## src/eis_pkg.sv

```systemverilog
// Shared types, constants and codes for the epipolar inlier scorer.
// No dependencies; every other file of the block imports this package.
package eis_pkg;

    // Configuration port
    localparam int CFG_IDX_W  = 3;
    localparam int CFG_DATA_W = 64;

    typedef enum logic [CFG_IDX_W-1:0] {
        CFG_F11_F12   = 3'd0,
        CFG_F13_F21   = 3'd1,
        CFG_F22_F23   = 3'd2,
        CFG_F31_F32   = 3'd3,
        CFG_F33       = 3'd4,
        CFG_INV_SIGMA = 3'd5
    } t_cfg_idx;

    // Field and datapath widths
    localparam int PT_W      = 16;
    localparam int COEF_W    = 32;
    localparam int INV_W     = 24;
    localparam int SCORE_W   = 32;
    localparam int LINE_W    = 46;   // line coefficient, signed Q.30
    localparam int E_W       = 64;   // point-line product, signed Q.34
    localparam int DEN_W     = 92;   // la^2 + lb^2
    localparam int ACC_W     = 128;  // shared accumulator
    localparam int MAC_X_W   = 64;
    localparam int MAC_Y_W   = 16;
    localparam int Q_W       = 40;   // distance, Q.16 square pixels
    localparam int FRAC_SH   = 8;
    localparam int DIV_SH    = Q_W - FRAC_SH;
    localparam int CHI_W     = 48;
    localparam int GAIN_W    = 19;

    // Thresholds and defaults
    localparam logic [SCORE_W-1:0] CHI_TH        = 32'd251724;  // 3.841 in Q16.16
    localparam logic [GAIN_W-1:0]  SCORE_K       = 19'd392626;  // 5.991 in Q16.16
    localparam int                 MIN_PAIRS     = 7;
    localparam int unsigned        MAX_PAIRS_DEF = 4096;
    localparam logic [INV_W-1:0]   INV_SIGMA_RST = 24'd65536;

    typedef struct packed {
        logic [PT_W-1:0] pt1_x;
        logic [PT_W-1:0] pt1_y;
        logic [PT_W-1:0] pt2_x;
        logic [PT_W-1:0] pt2_y;
        logic            first_pair;
        logic            last_pair;
    } t_pair_req;

    typedef struct packed {
        logic               is_inlier;
        logic [SCORE_W-1:0] running_score;
        logic               set_done;
        logic               too_few_pairs;
    } t_score_rsp;

    // One operation of the shared multiply-accumulate unit
    typedef struct packed {
        logic               en;
        logic               clr;
        logic               neg;
        logic [MAC_X_W-1:0] x;
        logic [MAC_Y_W-1:0] y;
        logic [1:0]         sh;
    } t_mac_op;

    typedef enum logic [3:0] {
        ST_IDLE,
        ST_LINE,
        ST_EPT,
        ST_DEN,
        ST_NUM,
        ST_DIV,
        ST_CHI,
        ST_SCORE,
        ST_OUT
    } t_state;

endpackage

```

## src/eis_mac.sv

```systemverilog
// Shared multiply-accumulate unit: 64x16 product, shifted by 16-bit chunks.
// Depends on eis_pkg.
module eis_mac (
    input  logic                      i_clk,
    input  eis_pkg::t_mac_op          i_op,
    output logic [eis_pkg::ACC_W-1:0] o_acc,
    output logic [eis_pkg::ACC_W-1:0] o_acc_nxt
);
    import eis_pkg::*;

    logic [ACC_W-1:0]           r_acc;
    logic [MAC_X_W+MAC_Y_W-1:0] w_prod;
    logic [ACC_W-1:0]           w_shift;
    logic [ACC_W-1:0]           w_term;
    logic [ACC_W-1:0]           w_base;

    always_comb begin
        w_prod    = i_op.x * i_op.y;
        w_shift   = ACC_W'(w_prod) << {i_op.sh, 4'b0000};
        w_term    = i_op.neg ? (~w_shift + ACC_W'(1)) : w_shift;
        w_base    = i_op.clr ? '0 : r_acc;
        o_acc_nxt = w_base + w_term;
    end

    always_ff @(posedge i_clk) begin
        if (i_op.en) begin
            r_acc <= o_acc_nxt;
        end
    end

    assign o_acc = r_acc;
endmodule

```

## config.mk

```make
export PLATFORM = sky130hd
export DESIGN_NAME = eis_mac
export DESIGN_NICKNAME = d
export VERILOG_FILES = /design/src/eis_pkg.sv /design/src/eis_mac.sv
export SDC_FILE = /design/constraint.sdc
export NUM_CORES = 2
export LEC_CHECK = 0
export ABC_CLOCK_PERIOD_IN_PS = 16950
export BUFFER_PORTS_ARGS = -buffer_cell sky130_fd_sc_hd__buf_2
export CAP_MARGIN = 20
export CORE_MARGIN = 4
export CORE_UTILIZATION = 50
export DETAILED_ROUTE_END_ITERATION = 6
export GPL_TIMING_DRIVEN = 0
export PLACE_DENSITY = 0.71
export RECOVER_POWER = 100
export SLEW_MARGIN = 20
export SYNTH_ARGS = -nofsm -noshare
export SYNTH_HDL_FRONTEND = slang
export SYNTH_SLANG_ARGS = --single-unit
```

## constraint.sdc

```tcl
create_clock -name i_clk -period 16.95 [get_ports i_clk]
set_clock_uncertainty 0.15 [all_clocks]
set_input_delay 3.39 -clock i_clk [delete_from_list [all_inputs] [get_ports i_clk]]
set_output_delay 3.39 -clock i_clk [all_outputs]
set_load 0.005 [all_outputs]
```

# [Yosys cells after proc, flatten, opt, wreduce, memory -nomap -nowiden]
# Cells that the tools add are included.
[word_totals] ff_bits=128 inputBits=86 output_inout_bits=256 wordCells=8
[classes] add_sub_neg=2 mul=1 n_shift=1 mux=2 bitwise_logic=1
[op_table] cell="$mux 128" count=2
[op_table] cell="$add 128x1->128 const B" count=1
[op_table] cell="$add 128x128->128" count=1
[op_table] cell="$not 128->128" count=1
[op_table] cell="$shl 80x6->128" count=1
[op_table] cell="$mul 64x16->80" count=1

# [Logic depth before layout (Yosys ltp)]
[depth] ltp_word=6 depth_mapped=50 depth_no_buf=45

# [Least setup slack after synthesis]
# OpenSTA, ideal clock, no wires.
[synth_path] path_kind="input to output" start="input port i_op[3] in the netlist's numbering" end="output port o_acc_nxt[126] in the netlist's numbering" arrival_ns=14.596 required_time_ns=13.410 setup_slack_ns=-1.186 cell_stages=42 path_buffers=3 cell_sequence="clkbuf_1 -> clkbuf_1 -> nand2_1 -> fa_1 -> fa_1 -> fa_1 -> fa_1 -> inv_1 -> fa_1 -> fa_1 -> ha_1 -> and3_4 -> o211a_2 -> a21oi_4 -> o211a_1 -> o41a_1 -> buf_2 -> or4_1 -> (+6 left out) -> nand3_1 -> o21ai_0 -> xnor2_1 -> ha_1 -> a21oi_1 -> o21bai_1 -> a21o_1 -> a21o_1 -> a21o_1 -> a21o_1 -> a21o_1 -> or3b_2 -> a211oi_1 -> o41ai_1 -> a31oi_1 -> o21ai_0 -> or4_1 -> nand3_1"
[synth_via] elab_chain_len=6
[synth_lines] element="start, declared" line_no="eis_mac.sv:5" text="input eis_pkg::t_mac_op i_op,"
[synth_lines] element="$mul 64x16->80 (*)" line_no="eis_mac.sv:18" text="w_prod = i_op.x * i_op.y;"
[synth_lines] element="$shl 80x6->128 (*)" line_no="eis_mac.sv:19" text="w_shift = ACC_W'(w_prod) << {i_op.sh, 4'b0000};"
[synth_lines] element="$not 128->128" line_no="eis_mac.sv:20" text="w_term = i_op.neg ? (~w_shift + ACC_W'(1)) : w_shift;"
[synth_lines] element="$add 128x1->128" line_no="eis_mac.sv:20"
[synth_lines] element="$mux 128 (*)" line_no="eis_mac.sv:20"
[synth_lines] element="$add 128x128->128 (*)" line_no="eis_mac.sv:22" text="o_acc_nxt = w_base + w_term;"
[synth_lines] element="end, declared" line_no="eis_mac.sv:7" text="output logic [eis_pkg::ACC_W-1:0] o_acc_nxt"
# Mark *: on every way between the ends. The rest lies on a longest branch, timed or not.

# [Worst setup path in the final report]
[layout_path] start="input port i_op[4] in the netlist's numbering" end="output port o_acc_nxt[124] in the netlist's numbering"
# The elaborated chain is that of the path after synthesis.

==> impl_metrics.py <==
metrics = {
    "cells_and_area": {
        "final_cell_mix": "nand2_1, inv_1, fa_1, and2_1, buf_4",
        "final_util": 0.642,
        "final_common_cell": "nand2_1",
        "num-nets-final": 8341,
        "nFillCells": 8542,
        "syn2layout_area_growth_pct": 27.2,
        "largest_register_ffs": 128,
        "drive_gt1_frac": 0.215,
    },
    "die": {
        "coreArea_mm2": 0.102,
        "pin_count": 342,
        "initial_core_util": 0.504,
        "fp-row-count": 117,
        "die_x_um": 329,
        "die_area_mm2": 0.108,
        "fp.dieH_um": 329,
    },
    "global_route": {
        "grt_pass1_wl_mm": 314,
        "grt_pass1_vias": 51400,
        "antenna_found_initial": 7,
        "grt-ovfl-total": 0,
        "track_usage": 0.380,
        "grt_max_degree": 80,
    },
    "placed_design": {
        "port_buffers": 324,
        "place_hpwl_mm": 167,
        "gp_congestion": 1.03,
    },
    "logic_synthesis": {
        "synth_flop_cell": "edfxtp_1",
        "synth_top_family_by_area": "adder cells",
        "synth_seq_area_share": 0.0747,
        "muxShareOfSynthArea": 0.00802,
        "synth_xor_area_frac": 0.0489,
        "synth_edf_count": 128,
        "yosys.area_share.adder": 0.405,
        "synth_simple_gate_area_frac": 0.211,
        "syn_nets": 7638,
        "async_reset_ff_frac": 0,
        "yosysUniqueCellTypes": 102,
        "synth-seq-cells": 128,
        "synthCells": 6405,
        "avgSynthCellArea_um2": 8.03,
        "syn_area_mm2": 0.0515,
        "yosysWarnings": 0,
        "synth_compound_area_frac": 0.154,
    },
    "clock_network": {
        "root_buffer": "clkbuf_16",
        "cts_buffers": 17,
        "clk_latency_ps": 460,
        "clkTransAtPathRegs_ps": 60,
        "cts_max_level": 4,
        "cts.sinks": 128,
        "cts_tree": "done",
        "cts_buffer_depth": 2,
        "holdBufCountCts": 0,
    },
    "timing": {
        "setup_violations": 82,
        "tightest_slew_ps": 4130,
        "period_share": 1.11,
        "fin_ws_ps": -1930,
        "slew_violations": 131,
        "fmax_mhz": 53.0,
        "finalCriticalPeriod_ps": 18880,
        "hold_viol_final": 0,
        "max_slew_margin": -1.75,
        "rsz0062_at_grt": "yes",
    },
    "hold_path": {
        "hold_depth": 2,
        "hold_class": "flop to flop",
    },
    "critical_path": {
        "start_kind": "input pin",
        "cpPeakStageDelay_ps": 570,
        "worst-path-max-fanout": 6,
        "critPathBufInv": 11,
        "cp_data_arrival_time_ps": 15340,
        "path_class": "input pin to output port",
        "path_depth": 47,
        "critPathRequiredTime_ps": 13410,
        "cp_slowest_cell": "or4_4",
        "end_kind": "output port",
        "cp_common_cell": "fa_1",
        "r2r_cells": 21,
        "crit_family": "compound AO/OA/AOI/OAI gates",
    },
    "drt": {
        "drtAntennaViolNets": 0,
        "vias": 51600,
        "via_per_inst": 6.08,
        "drc": 0,
        "dr.max_layer_used": "met5",
        "drt-met1-wl_mm": 81.4,
        "drtIter0Drc": 5454,
        "wl_per_cell_um": 25.0,
        "dr_wl_met3_mm": 20.1,
        "dr.pass1.iters": 6,
        "wl_met2_mm": 96.6,
        "wl_mm": 212,
    },
    "status": {
        "status": "complete, but fails checks",
        "violations": "capacitance limit, slew limit, setup timing",
    },
    "run": {
        "drv_cap": 2,
    },
}
==> cell families after synthesis <==
family	count (synthesis)
buffers and inverters	1335
AO/OA/AOI/OAI	1200
flip-flops	128
XOR/XNOR	287
AND/OR/NAND/NOR	2273
multiplexers	35
adder cells (fa/ha/maj)	1147
==> synth_stat cells (all sizes together) (10+ instances only) <==
library cell | count | area share
clkbuf | 335 | 0.024
a31oi | 48 | 0.0058
nand4 | 74 | 0.0092
a41oi | 11 | 0.0019
ha | 280 | 0.068
nor3 | 79 | 0.0080
a21oi | 314 | 0.031
and4 | 10 | 0.0017
xnor2 | 173 | 0.029
o21bai | 40 | 0.0058
o31a | 14 | 0.0024
mux2i | 21 | 0.0041
xor2 | 114 | 0.019
a21boi | 12 | 0.0018
nor2b | 157 | 0.019
o31ai | 46 | 0.0069
o211ai | 37 | 0.0054
o21ai | 253 | 0.025
mux2 | 10 | 0.0022
edfxtp | 128 | 0.075
o22ai | 20 | 0.0024
o21a | 43 | 0.0063
buf | 31 | 0.0027
a211o | 20 | 0.0034
a22oi | 15 | 0.0022
nor2 | 272 | 0.020
fa | 867 | 0.34
a31o | 19 | 0.0032
o41ai | 22 | 0.0042
and2 | 372 | 0.045
a21o | 139 | 0.020
nand3 | 84 | 0.0083
a211oi | 36 | 0.0058
nand2b | 30 | 0.0036
nor4 | 16 | 0.0022
or4 | 13 | 0.0020
or3 | 37 | 0.0045
and3 | 34 | 0.0042
nand2 | 1054 | 0.077
a221oi | 13 | 0.0022
inv | 968 | 0.071
o2111ai | 11 | 0.0019
==> timing repair <==
action / CTS / global route
setup endpoints to repair: 110 / 82
cloned: 5 / 4
setup buffers: 289 / 119
pin swaps: 230 / 225
resized for setup: 932 / 443
==> path summary, 6_finish.rpt <==
kind | start | to | slack (ps)
setup / recovery | i_op[4] | o_acc_nxt[124] | -1930
hold / removal | o_acc[0] | o_acc[0] | 770
setup reg to reg | o_acc[11] | o_acc[121] | 10900
hold reg to reg | o_acc[0] | o_acc[0] | 770
==> worst min-delay path: stages, from the launching register on <==
cell      delay (ps)
edfxtp_1         430
nor2b_1          160
ha_1             200
==> per-stage QoR <==
step	area [µm²]	instances	hold slack [ps]	TNS (ps)	setup WS, ps
2_1_floorplan	52400	6405	592	-2230	-451
3_3_place_gp	55700	8097	760	-264120	-4480
3_5_place_dp	55700	8098	745	-252050	-4350
4_1_cts	63100	8390	763	-49590	-1680
5_1_grt	65500	8489	775	-102710	-2150
6_report	65500	8493	774	-81810	-1930
==> area by class of cell <==
cell class	instances	area, µm²	share of cell area
repair buffers	726	5040	0.0769
clock inverters	13	150	0.00229
well taps	1368	1710	0.0261
plain buffers	324	3510	0.0537
diodes	4	10.0	0.000153
clock buffers	19	433	0.00661
multi-input cells	4942	47100	0.720
flip-flops and latches	128	3840	0.0587
inverters	969	3640	0.0556
==> routing by layer <==
metal	up-vias	track usage
met2	3080	0.611
li1	22100	-
met4	4	0.190
met5	-	0
met3	701	0.0634
met1	25700	0.499
Power is not shown: default switching activity piles up to over one toggle a cycle in this logic, so the estimate is an artifact.
