--- src/eis_pkg.sv ---
// Shared types, constants and codes for the epipolar inlier scorer.
// No dependencies; every other file of the block imports this package.
package eis_pkg;

    // Configuration port
    localparam int CFG_IDX_W  = 3;
    localparam int CFG_DATA_W = 64;

    typedef enum logic [CFG_IDX_W-1:0] {
        CFG_F11_F12   = 3'd0,
        CFG_F13_F21   = 3'd1,
        CFG_F22_F23   = 3'd2,
        CFG_F31_F32   = 3'd3,
        CFG_F33       = 3'd4,
        CFG_INV_SIGMA = 3'd5
    } t_cfg_idx;

    // Field and datapath widths
    localparam int PT_W      = 16;
    localparam int COEF_W    = 32;
    localparam int INV_W     = 24;
    localparam int SCORE_W   = 32;
    localparam int LINE_W    = 46;   // line coefficient, signed Q.30
    localparam int E_W       = 64;   // point-line product, signed Q.34
    localparam int DEN_W     = 92;   // la^2 + lb^2
    localparam int ACC_W     = 128;  // shared accumulator
    localparam int MAC_X_W   = 64;
    localparam int MAC_Y_W   = 16;
    localparam int Q_W       = 40;   // distance, Q.16 square pixels
    localparam int FRAC_SH   = 8;
    localparam int DIV_SH    = Q_W - FRAC_SH;
    localparam int CHI_W     = 48;
    localparam int GAIN_W    = 19;

    // Thresholds and defaults
    localparam logic [SCORE_W-1:0] CHI_TH        = 32'd251724;  // 3.841 in Q16.16
    localparam logic [GAIN_W-1:0]  SCORE_K       = 19'd392626;  // 5.991 in Q16.16
    localparam int                 MIN_PAIRS     = 7;
    localparam int unsigned        MAX_PAIRS_DEF = 4096;
    localparam logic [INV_W-1:0]   INV_SIGMA_RST = 24'd65536;

    typedef struct packed {
        logic [PT_W-1:0] pt1_x;
        logic [PT_W-1:0] pt1_y;
        logic [PT_W-1:0] pt2_x;
        logic [PT_W-1:0] pt2_y;
        logic            first_pair;
        logic            last_pair;
    } t_pair_req;

    typedef struct packed {
        logic               is_inlier;
        logic [SCORE_W-1:0] running_score;
        logic               set_done;
        logic               too_few_pairs;
    } t_score_rsp;

    // One operation of the shared multiply-accumulate unit
    typedef struct packed {
        logic               en;
        logic               clr;
        logic               neg;
        logic [MAC_X_W-1:0] x;
        logic [MAC_Y_W-1:0] y;
        logic [1:0]         sh;
    } t_mac_op;

    typedef enum logic [3:0] {
        ST_IDLE,
        ST_LINE,
        ST_EPT,
        ST_DEN,
        ST_NUM,
        ST_DIV,
        ST_CHI,
        ST_SCORE,
        ST_OUT
    } t_state;

endpackage

--- src/eis_div.sv ---
// Restoring divider for floor(num * 2^8 / den), one quotient bit per cycle,
// saturating at all ones. Depends on eis_pkg.
module eis_div (
    input  logic                      i_clk,
    input  logic                      i_rst_n,
    input  logic                      i_start,
    input  logic [eis_pkg::ACC_W-1:0] i_num,
    input  logic [eis_pkg::DEN_W-1:0] i_den,
    output logic                      o_done,
    output logic [eis_pkg::Q_W-1:0]   o_quot
);
    import eis_pkg::*;

    localparam int CNT_W = $clog2(Q_W);

    logic             r_busy;
    logic             r_done;
    logic [CNT_W-1:0] r_cnt;
    logic [DEN_W-1:0] r_rem;
    logic [Q_W-1:0]   r_low;
    logic [Q_W-1:0]   r_q;

    logic             w_sat;
    logic [DEN_W:0]   w_sh;
    logic [DEN_W+1:0] w_dif;
    logic             w_ge;

    always_comb begin
        w_sat = i_num >= ACC_W'({i_den, {DIV_SH{1'b0}}});
        w_sh  = {r_rem, r_low[Q_W-1]};
        w_dif = {1'b0, w_sh} - {2'b00, i_den};
        w_ge  = !w_dif[DEN_W+1];
    end

    always_ff @(posedge i_clk) begin
        if (!i_rst_n) begin
            r_busy <= 1'b0;
            r_done <= 1'b0;
            r_cnt  <= '0;
        end else begin
            r_done <= 1'b0;
            if (i_start) begin
                if (w_sat) begin
                    r_done <= 1'b1;
                end else begin
                    r_busy <= 1'b1;
                    r_cnt  <= CNT_W'(Q_W - 1);
                end
            end else if (r_busy) begin
                if (r_cnt == '0) begin
                    r_busy <= 1'b0;
                    r_done <= 1'b1;
                end else begin
                    r_cnt <= r_cnt - CNT_W'(1);
                end
            end
        end
    end

    always_ff @(posedge i_clk) begin
        if (i_start) begin
            r_rem <= i_num[DIV_SH +: DEN_W];
            r_low <= {i_num[DIV_SH-1:0], {FRAC_SH{1'b0}}};
            r_q   <= w_sat ? '1 : '0;
        end else if (r_busy) begin
            r_rem <= w_ge ? w_dif[DEN_W-1:0] : w_sh[DEN_W-1:0];
            r_low <= {r_low[Q_W-2:0], 1'b0};
            r_q   <= {r_q[Q_W-2:0], w_ge};
        end
    end

    assign o_done = r_done;
    assign o_quot = r_q;

`ifndef SYNTHESIS
    a_start_idle: assert property (@(posedge i_clk) disable iff (!i_rst_n)
        i_start |-> !r_busy)
        else $error("divider started while busy");
    a_done_pulse: assert property (@(posedge i_clk) disable iff (!i_rst_n)
        r_done |=> !r_done)
        else $error("divider done held longer than one cycle");
    a_busy_quiet: assert property (@(posedge i_clk) disable iff (!i_rst_n)
        r_busy |-> !r_done)
        else $error("divider done raised while still iterating");
`endif
endmodule

--- config.mk ---
export PLATFORM = sky130hd
export DESIGN_NAME = eis_div
export DESIGN_NICKNAME = d
export VERILOG_FILES = /design/src/eis_pkg.sv /design/src/eis_div.sv
export SDC_FILE = /design/constraint.sdc
export NUM_CORES = 1
export LEC_CHECK = 0
export ABC_AREA = 1
export BUFFER_PORTS_ARGS = -buffer_cell sky130_fd_sc_hd__buf_2
export CAP_MARGIN = 20
export CORE_AREA = 2 2 220 222
export DETAILED_ROUTE_END_ITERATION = 12
export DIE_AREA = 0 0 222 224
export PLACE_DENSITY_LB_ADDON = 0.25
export SLEW_MARGIN = 20
export SYNTH_ARGS = -nofsm -noshare
export SYNTH_HDL_FRONTEND = slang
export SYNTH_SLANG_ARGS = --single-unit
--- constraint.sdc ---
create_clock -name i_clk -period 6.9 [get_ports i_clk]
set_input_delay 0.69 -clock i_clk [delete_from_list [all_inputs] [get_ports i_clk]]
set_output_delay 0.69 -clock i_clk [all_outputs]
set_load 0.05 [all_outputs]
After elaboration in Yosys (flattened, before gate mapping)
Index checks and enable logic that the tools add are counted.
{"block": "classes", "n_addsub": 2, "n_lt_le_gt_ge": 1, "eq_ne": 2, "n_mux": 20, "reduce_logical": 4}
{"cell": "92-bit 2-to-1 mux", "count": 3}
{"cell": "40-bit 2-to-1 mux", "count": 5}
{"cell": "128-bit by 124-bit >= comparator with 1-bit output", "count": 1}
{"cell": "93-bit by 92-bit subtractor with 94-bit output", "count": 1}
{"cell": "6-bit 2-to-1 mux", "count": 4}
{"cell": "1-bit 2-to-1 mux", "count": 8}
{"cell": "6-bit zero test", "count": 1}
{"cell": "6-bit by 1-bit subtractor with 6-bit output (second input constant)", "count": 1}
{"cell": "2-bit inequality test (second input constant)", "count": 2}
{"cell": "3-bit AND reduction", "count": 1}
{"cell": "2-bit nonzero test", "count": 1}
{"cell": "1-bit zero test", "count": 1}
{"block": "totals", "regBits": 172, "inputBits": 223, "out_inout_bits": 41, "wordCells": 35}

Depth between registers and ports, before layout
{"block": "depth", "ltp_word": 4, "ltp_mapped": 19, "mapped_depth_nobuf": 19}

Worst setup path after synthesis
Ideal clock, no wire load.
{"block": "synth_timing", "path_type": "input to register", "start": "input port i_start", "end": "register r_cnt[0]", "setup_time_ns": 0.121, "arrival_time_ns": 5.884, "required_time_ns": 6.779, "setup_slack_ns": 0.895, "path_stages": 8, "n_path_buf": 1, "path_cell_list": "clkbuf_1 > clkinv_1 > nand2_1 > o21ai_0 > nor2_1 > inv_1 > o21ai_0 > a21oi_1"}
{"block": "synth_via", "elab_chain_len": 2, "word_cells_on_any_way": 5, "classes_between": "eq/ne: 2; mux: 1; reduce/logical: 2"}
{"element": "from (decl)", "line_no": "eis_div.sv:6", "text": "input logic i_start,"}
{"element": "2-bit inequality test (no source line) / 2-bit nonzero test (equally long branches)"}
{"element": "3-bit AND reduction (no source line)"}
{"element": "to (signal assigned)", "line_no": "eis_div.sv:47", "text": "r_cnt <= CNT_W'(Q_W - 1);"}
{"element": "to (signal assigned)", "line_no": "eis_div.sv:54", "text": "r_cnt <= r_cnt - CNT_W'(1);"}
{"element": "to (decl)", "line_no": "eis_div.sv:18", "text": "logic [CNT_W-1:0] r_cnt;"}
Several ways; a longest one is shown, not always the timed one.
A chain may end at the register's enable or synchronous reset.

Worst setup path after layout
{"block": "layout_timing", "start": "register r_rem[89]", "end": "register r_rem[76], data pin"}
{"block": "layout_via", "elab_chain_len": 4}
{"element": "from (decl)", "line_no": "eis_div.sv:19", "text": "logic [DEN_W-1:0] r_rem;"}
{"element": "from (signal assigned)", "line_no": "eis_div.sv:62", "text": "r_rem <= i_num[DIV_SH +: DEN_W];"}
{"element": "from (signal assigned)", "line_no": "eis_div.sv:66", "text": "r_rem <= w_ge ? w_dif[DEN_W-1:0] : w_sh[DEN_W-1:0];"}
{"element": "93-bit by 92-bit subtractor with 94-bit output", "line_no": "eis_div.sv:31", "text": "w_dif = {1'b0, w_sh} - {2'b00, i_den};"}
{"element": "92-bit 2-to-1 mux", "line_no": "eis_div.sv:66"}
{"element": "92-bit 2-to-1 mux", "line_no": "eis_div.sv:65", "text": "end else if (r_busy) begin"}
{"element": "92-bit 2-to-1 mux", "line_no": "eis_div.sv:61", "text": "if (i_start) begin"}
No other way between the ends. The select of a mux whose other input is x is not followed.

==> metrics.md <==
| Metric | Value |
|---|---|
| Starting Density | 0.3956 |
| CP max FO | 56 |
| CTS Buf Count | 17 |
| Top cells by count, synth | 1173 x nand2_1, 452 x inv_1, 258 x nor2_1, 191 x a21oi_1, 186 x ha_1 |
| Layout cells sized above 1 | 0.1001 |
| Placed insts | 3831 |
| Initial antenna violation count | 8 |
| Post-synth EDFFs | 164 |
| # Post-CTS Setup Buffers | 0 |
| Synth Cell Area | 18730 um2 |
| Starting DRT DRC Count | 1716 |
| Dominant synthesized flop cell | edfxtp_1 |
| WP data arrival | 4.63 ns |
| Critical Path Sink Type | flop |
| Clk Latency, worst-skew pair | 0.52 ns |
| Cts repair resizes | 0 |
| Switching share of power | 0.4476 |
| RePlAce Congestion | 1.044 |
| Pre-antenna DRT Iters | 5 |
| Clock transition at path regs | 0.07 ns |
| Logic pwr share | 0.479 |
| Total die area | 49730 um2 |
| Largest net degree at the start of global routing | 87 |
| Leakage | 11.17 nW |
| Net switching power | 0.002037 W |
| Fraction of registers with async set/reset | 0 |
| Die W | 222 um |
| Cell variety after synth | 37 |
| Vias in the first global route | 18520 |
| GRT Overall Usage | 0.2735 |
| #FFs+latches synth | 172 |
| # port buffers | 263 |
| Clock skew | 0.02092 ns |
| Post-Route WL | 67.87 mm |
| Worst slew margin relative to its limit | 0.4039 |
| Hold violation count in the final report | 0 |
| Slew Limit Fails | 0 |
| Clock sink total | 172 |
| Final cell count without fillers | 3865 |
| Area share of the largest cell type after synthesis | 0.2630 |
| Syn Area/Cell | 6.224 um2 |
| Core area | 47350 um2 |
| Outcome | finished, final reports clean |
| H-tree depth | 4 |
| Cell count after synthesis | 3009 |
| Placement row count | 80 |
| Crit start category | flop |
| Worst vdd ir | 0.2477 mV |
| DRT antenna net count | 0 |
| Nets | 3645 |
| Yosys top cell by area | edfxtp_1 |
| Setup Viol. Count Final | 0 |
| Grt ovf | 0 |
| Clock root buffer master | clkbuf_16 |
| Count leader, synth | nand2_1 |
| Maxcap violations | 0 |
| Area contributors post-synth | edfxtp_1 26%, nand2_1 24%, ha_1 12% |
| Setup_tns | 0 ns |
| Crit Path Class | flop to flop |
| Period minus WS final | 4.376 ns |
| Syn_nets | 3419 |
| Sequential share of the synthesized area | 0.2715 |
| Placement Cell Area | 20630 um2 |
| Fin area | 21210 um2 |
| Internal power | 0.002515 W |
| Tcrit/Tclk final | 0.6342 |
| Min-Delay Path Class | primary input to flop |
| Post-DP HPWL | 56.22 mm |
| Area growth syn-to-layout | 13.28% |
| CP required | 7.16 ns |
| Hold slack final | 0.4635 ns |
| Die Y | 224 um |
| Sequential power share | 0.302 |
| Clk pwr share | 0.219 |
| PwrDens | 214.6 nW/um2 |
| I/O pin count | 264 |
| Drc violations | 0 |
| CTS tree | built |
| Global-route wire length before repair | 104.2 mm |
| Hold_buf cts | 0 |
| F_max | 228.5 MHz |
| DR WL/cell | 17.56 um |
| Final setup margin | 2.524 ns |
| RSZ-0062 raised after global routing | false |
| Via count | 19850 |
| CTS Buffer Depth | 2 |
| Via density | 5.135 |
| R2R Setup Slk | 2.52 ns |
| Synth warn | 0 |
| Dpl ws | 1.779 ns |
| Slew @ Worst Pin | 0.8860 ns |
[power groups by stage]
stage	logic, W	clock network (W)	registers, W
5_1_grt	0.00243	0.00105	0.00139
3_3_place_gp	0.00213	0	0.00140
6_report	0.00218	0.000996	0.00138
2_1_floorplan	0.00145	0	0.00144
3_5_place_dp	0.00213	0	0.00139
4_1_cts	0.00214	0.00102	0.00137
[cell type report]
class,count,area (um2)
fill,5192,26130
multi-input combinational,2311,11660
sequential,172,5085
inverter,461,1733
timing repair buffer,272,1399
tap,615,769.5
clock buffer,17,425.4
clock inverter,14,136.4
antenna,3,7.507
[final timing paths]
kind	from	to	cells after the start
hold / removal	i_num[28]	r_low[36]	3
hold reg to reg	r_cnt[5]	r_cnt[5]	2
setup / recovery	r_rem[89]	r_rem[76]	13
setup reg to reg	r_rem[89]	r_rem[76]	13
[worst max-delay path: stages (launching register included)]
cell and delay, ns:
edfxtp_1 0.40, ha_1 0.33, a21oi_1 0.21, nor2_1 0.06, nor3_1 0.31, nand2_1 0.11
o21bai_1 0.21, a21oi_4 0.12, buf_4 0.51, nand3_4 0.71, nand2_2 0.80, nand2_1 0.13
o21ai_1 0.11, nand2_1 0.05
[per-stage QoR]
step | utilization | total power (W)
3_3_place_gp | 0.4358 | 0.003525
4_1_cts | 0.4477 | 0.004541
5_1_grt | 0.4480 | 0.004872
6_report | 0.4481 | 0.004552
3_5_place_dp | 0.4358 | 0.003528
2_1_floorplan | - | 0.002891
[sequential cells by signal, indices dropped and copies added, names as in the netlist]
signal and flops:
o_done 1, o_quot 40, r_busy 1, r_cnt 6, r_low 32, r_rem 92
[layout by cell type, fill, tap and decap left out, types with 3 or more instances in the layout]
| cell | count |
|---|---|
| a21o_1 | 6 |
| a21oi_1 | 191 |
| buf_2 | 262 |
| buf_4 | 9 |
| clkbuf_16 | 17 |
| clkinvlp_4 | 3 |
| dfxtp_1 | 8 |
| diode_2 | 3 |
| edfxtp_1 | 164 |
| ha_1 | 186 |
| inv_1 | 452 |
| inv_2 | 7 |
| inv_6 | 4 |
| nand2_1 | 1171 |
| nand3_1 | 175 |
| nand3b_1 | 13 |
| nand4_1 | 81 |
| nor2_1 | 258 |
| nor2_2 | 6 |
| nor3_1 | 20 |
| nor4_1 | 9 |
| o21a_1 | 3 |
| o21ai_0 | 101 |
| o21ai_1 | 13 |
| o21bai_1 | 14 |
| xnor2_1 | 43 |
| xor2_1 | 6 |
[metal layers]
| layer | global-route usage | wire length (um) | vias to the layer above |
|---|---|---|---|
| met4 | 0.08217 | 1670 | 10 |
| met1 | 0.3908 | 32650 | 8994 |
| met5 | 0 | 59 | - |
| li1 | - | - | 10110 |
| met3 | 0.06191 | 5554 | 88 |
| met2 | 0.4096 | 27930 | 640 |
[kinds of logic after synthesis]
kind of cell,Yosys count,share of synthesized area
buf+inv,526,0.1078
compound gates,331,0.09193
xor+xnor,49,0.02292
simple gates,1744,0.3805
flops,172,0.2715
fa+ha+maj,187,0.1253
Power figures use the tool's default switching activity.
